### src/rtl/huffman_code_builder_macros.svh
// ----------------------------------------------------------------------------
// Huffman code builder assertion macros
// Shared concurrent assertion forms, clocked on i_clk, disabled in reset.
// ----------------------------------------------------------------------------
`ifndef HUFFMAN_CODE_BUILDER_MACROS_SVH
`define HUFFMAN_CODE_BUILDER_MACROS_SVH

// same-cycle implication
`define HCB_ASSERT_IMP(lbl, ante, cons) \
    lbl: assert property (@(posedge i_clk) disable iff (!i_rst_n) (ante) |-> (cons)) \
        else $error("hcb assertion failed");

// next-cycle implication
`define HCB_ASSERT_NXT(lbl, ante, cons) \
    lbl: assert property (@(posedge i_clk) disable iff (!i_rst_n) (ante) |=> (cons)) \
        else $error("hcb assertion failed");

`endif

### src/rtl/hcb_pkg.sv
// ----------------------------------------------------------------------------
// hcb_pkg
// Types, widths and command codes shared by the Huffman code builder.
// ----------------------------------------------------------------------------
`timescale 1ns / 1ps

package hcb_pkg;

    localparam int WEIGHT_W   = 40;
    localparam int CODE_W     = 64;
    localparam int LEN_W      = 7;
    localparam int DEPTH_W    = 9;
    localparam int SYM_IN_W   = 8;
    localparam int FUNC_W     = 2;
    localparam int IN_DATA_W  = 8;
    localparam int IN_USER_W  = 2;
    localparam int OUT_DATA_W = 112;
    localparam int OUT_USER_W = 2;

    localparam logic [FUNC_W-1:0] F_COUNT = 2'd0;
    localparam logic [FUNC_W-1:0] F_BUILD = 2'd1;
    localparam logic [FUNC_W-1:0] F_QUERY = 2'd2;
    localparam logic [FUNC_W-1:0] F_CLEAR = 2'd3;

    typedef enum logic [4:0] {
        OP_NONE,
        OP_TAKE,
        OP_CLEAR,
        OP_IGNORE,
        OP_CNT_RD,
        OP_CNT_WR,
        OP_Q_RD,
        OP_Q_DO,
        OP_B_INIT,
        OP_LF_RD,
        OP_LF_WR,
        OP_I_INIT,
        OP_J_INIT,
        OP_SC_RD,
        OP_SC_EV,
        OP_JN_W0,
        OP_JN_W1,
        OP_JN_W2,
        OP_CD_INIT,
        OP_CD_START,
        OP_CD_RD,
        OP_CD_EV,
        OP_DONE
    } t_op;

    typedef struct packed {
        t_op  op;
        logic out_load;
    } t_cmd;

    typedef struct packed {
        logic [FUNC_W-1:0] func;
        logic              built;
        logic              sym_ok;
        logic              leaf_last;
        logic              join_done;
        logic              scan_last;
        logic              node_root;
        logic              code_done;
        logic              out_busy;
    } t_sts;

endpackage

### src/rtl/hcb_ctrl.sv
// ----------------------------------------------------------------------------
// hcb_ctrl
// Command sequencer: decode, count, query, clear, tree build and code walk phases.
// ----------------------------------------------------------------------------
`timescale 1ns / 1ps
`include "huffman_code_builder_macros.svh"

module hcb_ctrl (
    input  logic          i_clk,
    input  logic          i_rst_n,
    input  logic          i_s_valid,
    output logic          o_s_ready,
    input  hcb_pkg::t_sts i_sts,
    output hcb_pkg::t_cmd o_cmd
);
    import hcb_pkg::*;

    localparam logic [4:0] S_IDLE    = 5'd0;
    localparam logic [4:0] S_DEC     = 5'd1;
    localparam logic [4:0] S_CNT_WR  = 5'd2;
    localparam logic [4:0] S_Q_DO    = 5'd3;
    localparam logic [4:0] S_LF_RD   = 5'd4;
    localparam logic [4:0] S_LF_WR   = 5'd5;
    localparam logic [4:0] S_J_FIRST = 5'd6;
    localparam logic [4:0] S_J_CHK   = 5'd7;
    localparam logic [4:0] S_SC_RD   = 5'd8;
    localparam logic [4:0] S_SC_EV   = 5'd9;
    localparam logic [4:0] S_JN_W0   = 5'd10;
    localparam logic [4:0] S_JN_W1   = 5'd11;
    localparam logic [4:0] S_JN_W2   = 5'd12;
    localparam logic [4:0] S_CD_CHK  = 5'd13;
    localparam logic [4:0] S_CD_RD   = 5'd14;
    localparam logic [4:0] S_CD_EV   = 5'd15;
    localparam logic [4:0] S_FIN     = 5'd16;

    logic [4:0] r_state;
    logic [4:0] n_state;

    assign o_s_ready = (r_state == S_IDLE);

    always_ff @(posedge i_clk) begin
        if (!i_rst_n) begin
            r_state <= S_IDLE;
        end else begin
            r_state <= n_state;
        end
    end

    always_comb begin
        n_state        = r_state;
        o_cmd.op       = OP_NONE;
        o_cmd.out_load = 1'b0;
        unique case (r_state)
            S_IDLE: begin
                if (i_s_valid) begin
                    o_cmd.op = OP_TAKE;
                    n_state  = S_DEC;
                end
            end
            S_DEC: begin
                unique case (i_sts.func)
                    F_COUNT: begin
                        priority if (i_sts.built) begin
                            o_cmd.op = OP_IGNORE;
                            n_state  = S_FIN;
                        end else if (!i_sts.sym_ok) begin
                            n_state = S_FIN;
                        end else begin
                            o_cmd.op = OP_CNT_RD;
                            n_state  = S_CNT_WR;
                        end
                    end
                    F_BUILD: begin
                        o_cmd.op = OP_B_INIT;
                        n_state  = S_LF_RD;
                    end
                    F_QUERY: begin
                        priority if (!i_sts.built) begin
                            o_cmd.op = OP_IGNORE;
                            n_state  = S_FIN;
                        end else if (!i_sts.sym_ok) begin
                            n_state = S_FIN;
                        end else begin
                            o_cmd.op = OP_Q_RD;
                            n_state  = S_Q_DO;
                        end
                    end
                    F_CLEAR: begin
                        o_cmd.op = OP_CLEAR;
                        n_state  = S_FIN;
                    end
                    default: n_state = S_FIN;
                endcase
            end
            S_CNT_WR: begin
                o_cmd.op = OP_CNT_WR;
                n_state  = S_FIN;
            end
            S_Q_DO: begin
                o_cmd.op = OP_Q_DO;
                n_state  = S_FIN;
            end
            S_LF_RD: begin
                o_cmd.op = OP_LF_RD;
                n_state  = S_LF_WR;
            end
            S_LF_WR: begin
                o_cmd.op = OP_LF_WR;
                n_state  = i_sts.leaf_last ? S_J_FIRST : S_LF_RD;
            end
            S_J_FIRST: begin
                o_cmd.op = OP_I_INIT;
                n_state  = S_J_CHK;
            end
            S_J_CHK: begin
                if (i_sts.join_done) begin
                    o_cmd.op = OP_CD_INIT;
                    n_state  = S_CD_CHK;
                end else begin
                    o_cmd.op = OP_J_INIT;
                    n_state  = S_SC_RD;
                end
            end
            S_SC_RD: begin
                o_cmd.op = OP_SC_RD;
                n_state  = S_SC_EV;
            end
            S_SC_EV: begin
                o_cmd.op = OP_SC_EV;
                n_state  = i_sts.scan_last ? S_JN_W0 : S_SC_RD;
            end
            S_JN_W0: begin
                o_cmd.op = OP_JN_W0;
                n_state  = S_JN_W1;
            end
            S_JN_W1: begin
                o_cmd.op = OP_JN_W1;
                n_state  = S_JN_W2;
            end
            S_JN_W2: begin
                o_cmd.op = OP_JN_W2;
                n_state  = S_J_CHK;
            end
            S_CD_CHK: begin
                if (i_sts.code_done) begin
                    o_cmd.op = OP_DONE;
                    n_state  = S_FIN;
                end else begin
                    o_cmd.op = OP_CD_START;
                    n_state  = S_CD_RD;
                end
            end
            S_CD_RD: begin
                o_cmd.op = OP_CD_RD;
                n_state  = S_CD_EV;
            end
            S_CD_EV: begin
                o_cmd.op = OP_CD_EV;
                n_state  = i_sts.node_root ? S_CD_CHK : S_CD_RD;
            end
            S_FIN: begin
                if (!i_sts.out_busy) begin
                    o_cmd.out_load = 1'b1;
                    n_state        = S_IDLE;
                end
            end
            default: n_state = S_IDLE;
        endcase
    end

    `HCB_ASSERT_IMP(a_load_when_free, o_cmd.out_load, !i_sts.out_busy)
    `HCB_ASSERT_NXT(a_take_to_decode, i_s_valid && o_s_ready, r_state == S_DEC)
    `HCB_ASSERT_IMP(a_count_unbuilt, r_state == S_CNT_WR, !i_sts.built && i_sts.sym_ok)

endmodule

### config.mk
export PLATFORM = sky130hd
export DESIGN_NAME = hcb_ctrl
export DESIGN_NICKNAME = d
export VERILOG_FILES = /design/src/rtl/hcb_pkg.sv /design/src/rtl/hcb_ctrl.sv
export VERILOG_INCLUDE_DIRS = /design/src /design/src/rtl
export SDC_FILE = /design/constraint.sdc
export NUM_CORES = 1
export LEC_CHECK = 0
export BUFFER_PORTS_ARGS = -buffer_cell sky130_fd_sc_hd__clkbuf_2
export CAP_MARGIN = 20
export CORE_ASPECT_RATIO = 1.2
export CORE_MARGIN = 1.5
export CORE_UTILIZATION = 46
export DETAILED_ROUTE_END_ITERATION = 10
export PLACE_DENSITY = 0.7
export SLEW_MARGIN = 20
export SYNTH_ARGS = -nofsm -noshare
export SYNTH_HDL_FRONTEND = slang
export SYNTH_SLANG_ARGS = --single-unit
### constraint.sdc
create_clock -name i_clk -period 1.4 [get_ports i_clk]
set_clock_uncertainty 0.05 [all_clocks]
set_input_delay 0.21 -clock i_clk [delete_from_list [all_inputs] [get_ports i_clk]]
set_output_delay 0.21 -clock i_clk [all_outputs]
set_load 0.1 [all_outputs]
==> results of run 1 <==
-- through the flow --
| step | worst slack (ns) | instance area [um2] | std cells |
|---|---|---|---|
| detailed placement | -0.416 | 1280 | 165 |
| floorplan | -0.575 | 910 | 107 |
| global placement | -0.326 | 1280 | 165 |
-- cells by family after synthesis --
logic type / share of synthesized area
AOI/OAI and AO/OA: 0.292
xor gates and xnor gates: 0.0116
buffers and inverters: 0.0978
DFF: 0.133
muxes: 0.0149
and+or+nand+nor: 0.451
-- cells in the mapped netlist, drive strengths merged, types with 3 or more instances --
library cell / instances / area (um2)
o21ai: 8 / 40.0
nand2b: 4 / 25.0
inv: 3 / 11.3
a21oi: 10 / 50.1
nand3: 4 / 32.5
nor2: 9 / 57.6
dfxtp: 5 / 100
nor2b: 7 / 43.8
nor3: 4 / 20.0
or3: 3 / 18.8
nand2: 10 / 37.5
buf: 7 / 55.1
==> metrics, run 1 <==
number of cells produced by synthesis=107; HPWL after detailed placement=2.10 mm; clock sink count=5; number of unique standard cell types used by synthesis=44; clock tree buffer depth=2; die height=47.4 um; die width=40.0 um; Net Count, Synth=120; sequential cell area fraction in the yosys report=0.133; post-synthesis register bit count=5; most used flip-flop cell after synthesis=sky130_fd_sc_hd__dfxtp_1; I/O pins=20; CTS Root Buffer Type=sky130_fd_sc_hd__clkbuf_4; number of gates resized after CTS=42; Synth Area per Inst=7.05 um2; number of port buffers=19; run status=stopped before the end; RePlAce Congestion=0.913; Yosys warning total=0; number of cell rows=15; effective utilization at floorplan=0.509; ys async rst share=0; number of enable-type register cells in the synthesized netlist=0; number of CTS-inserted buffers=3; # hold bufs at CTS=0; stage at which the run stopped=clock tree synthesis (4_1_cts); CTS H-tree depth=1; post-synthesis cell area=754 um2; First Error=[ERROR DPL-0038] Utilization greater than 100%, impossible to legalize; post-CTS setup buffer count=17
==> inputs of run 2 (changes only) <==
CORE_AREA = 2 2 63 65   (was unset)
CORE_ASPECT_RATIO = unset   (was 1.2)
CORE_MARGIN = unset   (was 1.5)
CORE_UTILIZATION = unset   (was 46)
DIE_AREA = 0 0 65 67   (was unset)
PLACE_DENSITY = unset   (was 0.7)
PLACE_DENSITY_LB_ADDON = 0.15   (was unset)
clock period = 1.8 ns   (was 1.4 ns; I/O delays follow)
==> run 2 against run 1 <==
  * The flow now finishes, with violations (negative setup slack)
  * Synthesized cell count unchanged
  * Area after synthesis unchanged
==> metrics, run 2 <==
run status=complete, but fails checks; failing checks=negative setup slack; CTS H-tree depth=1; HPWL after detailed placement=2.10 mm; post-synthesis register bit count=5; unrepaired setup endpoints after global routing=yes; Post-layout nets=178; Detailed Route Iter0 Violations=38; die width=65 um; effective utilization at floorplan=0.209; most used flip-flop cell after synthesis=sky130_fd_sc_hd__dfxtp_1; crit start category=flop; max reg flops=5; most frequent cells after synthesis=sky130_fd_sc_hd__a21oi_1 (10), sky130_fd_sc_hd__nand2_1 (10), sky130_fd_sc_hd__nor2_1 (7), sky130_fd_sc_hd__nor2b_1 (7); post-synthesis cell area=754 um2; reported max-cap violation count=0; total iterations of the first detailed-routing run=4; clock insertion delay at the later pin of the skew report=0.23 ns; global-route wire length before repair=4.74 mm; clock tree buffer depth=2; worst-path fanout max=10; core area=3610 um2; aggregate global-route resource usage=0.140; Pwr Total=934 uW; Slew Limit Headroom=0.784; post-synth top area share=0.133; Ant. Diodes=0; detail-routed via count per cell=4.76; Tcrit/Tclk final=1.07; register with the most flip-flops=r_state; Cell Count, Final, Fillers Out=212; Least-Margin Pin Slew=0.321 ns; TritonCTS clock tree=yes; antenna violations before repair=0; RePlAce Congestion=0.735; Net Count, Synth=120; IR Drop Worst-Case VDD=0.242 mV; post-detailed-route DRC marker count=0; final hold violation count=0; Hold/Removal Path Class=in -> reg; number of CTS-inserted buffers=3; final setup violating endpoints=6; power density normalized to cell area=619 nW/um2; top flop regs=r_state x5; placed cells=195; ys async rst share=0; post-detailed-routing wire length=2.73 mm; GRT overflow=0; number of cells produced by synthesis=107; Synth Area per Inst=7.05 um2; minimum hold slack=0.256 ns; Avg WL per Cell=12.9 um; arrival time of data at the critical path endpoint=1.60 ns; largest net degree at the start of global routing=15; sequential cell area fraction in the yosys report=0.133; static leakage=0.599 nW; number of enable-type register cells in the synthesized netlist=0; vias=1010; most frequent cells in the layout=sky130_fd_sc_hd__buf_4 (39), sky130_fd_sc_hd__clkbuf_2 (12), sky130_fd_sc_hd__nand2_1 (9); worst-case setup margin in the final layout=-0.120 ns; I/O pins=20; fill cell instance count of the final layout=364; Worst Setup Slack post-DPL=-0.0114 ns; leading cell type in the layout, fill and taps excluded=sky130_fd_sc_hd__buf_4; Yosys warning total=0; standard cell area after detailed placement=1270 um2; number of unique standard cell types used by synthesis=44; Post-Layout Inst Area=1510 um2; achievable frequency=521 MHz; number of cell rows=22; Final Core Density=0.418; shortest clock period the worst path allows after layout=1.92 ns; die height=67 um; post-route antenna net violation count=0; number of port buffers=19; via count of the first global-routing pass=1025; DIE AREA=4360 um2; share of layout cells above drive strength 1=0.591; clock sink count=5; area leader, netlist=sky130_fd_sc_hd__dfxtp_1; setup TNS=-0.375 ns; top cells by area in the synthesized netlist=sky130_fd_sc_hd__dfxtp_1 (13%), sky130_fd_sc_hd__a21oi_1 (6.6%), sky130_fd_sc_hd__nor2b_1 (5.8%), sky130_fd_sc_hd__nand2_1 (5.0%), sky130_fd_sc_hd__nor2_1 (3.5%); CP endpoint kind=primary output; P&R area growth vs syn=99.8%; CTS Root Buffer Type=sky130_fd_sc_hd__clkbuf_8; number of pins with negative max-slew slack in the final report=0; clock-pin slew reported for the worst setup and hold paths after clock tree synthesis=0.04 ns; required time of the worst setup path=1.48 ns; class of the most critical setup path=reg -> out
==> run 2: cell counts after synthesis <==
No cell type changed its count.
==> run 2: path summary, 6_finish.rpt <==
path | slack [ns] | to | cells past startpoint | startpoint
worst max-delay path | -0.12 | o_cmd[1] | 5 | r_state[3]
worst max register to register | 0.20 | r_state[2] | 7 | r_state[3]
worst min register to register | 0.75 | r_state[2] | 3 | r_state[4]
worst min-delay path | 0.26 | r_state[1] | 2 | i_rst_n
==> run 2: final cells by class <==
cell class | instances | area, um2 | share of cell area
Tap cell | 48 | 60.1 | 0.0398
Sequential cell | 5 | 116 | 0.0772
Inverter | 3 | 17.5 | 0.0116
Timing Repair Buffer | 62 | 538 | 0.357
Clock buffer | 4 | 45.0 | 0.0299
Multi-Input combinational cell | 90 | 731 | 0.485
==> run 2: repair_timing <==
action,in CTS,in global routing
hold endpoints to repair,0,0
endpoints found under the setup margin,6,6
hold buffers,0,0
gates resized for setup,17,7
buffers inserted,5,8
pin swaps,5,7
==> run 2: per-layer routing <==
metal  up-vias  GRT usage  wire length (um)
met5         -          0                 0
met4         0     0.0346                19
met3         2     0.0236                72
met2        11      0.255              1410
met1       482      0.168              1230
li1        515          -                 -
==> run 2: critical path: stages, from the launching register on <==
cell,delay [ns]
sky130_fd_sc_hd__dfxtp_4,0.38
sky130_fd_sc_hd__or2_1,0.25
sky130_fd_sc_hd__a21oi_2,0.12
sky130_fd_sc_hd__nor3_1,0.07
sky130_fd_sc_hd__a221o_4,0.38
sky130_fd_sc_hd__buf_12,0.17
==> run 2: report_power, final <==
group	switching, mW	internal [mW]
registers	0.0164	0.119
clock network	0.0588	0.152
logic	0.328	0.260
==> run 2: cells by family (layout without fill, tap and decap cells) <==
family          count (synthesis)  in the layout  synth area share
simple gates                   54             54             0.451
flops                           5              5             0.133
xor+xnor                        1              1            0.0116
compound gates                 34             34             0.292
mux                             1              1            0.0149
buf+inv                        12             69            0.0978
(Power assumes the default switching activity.)
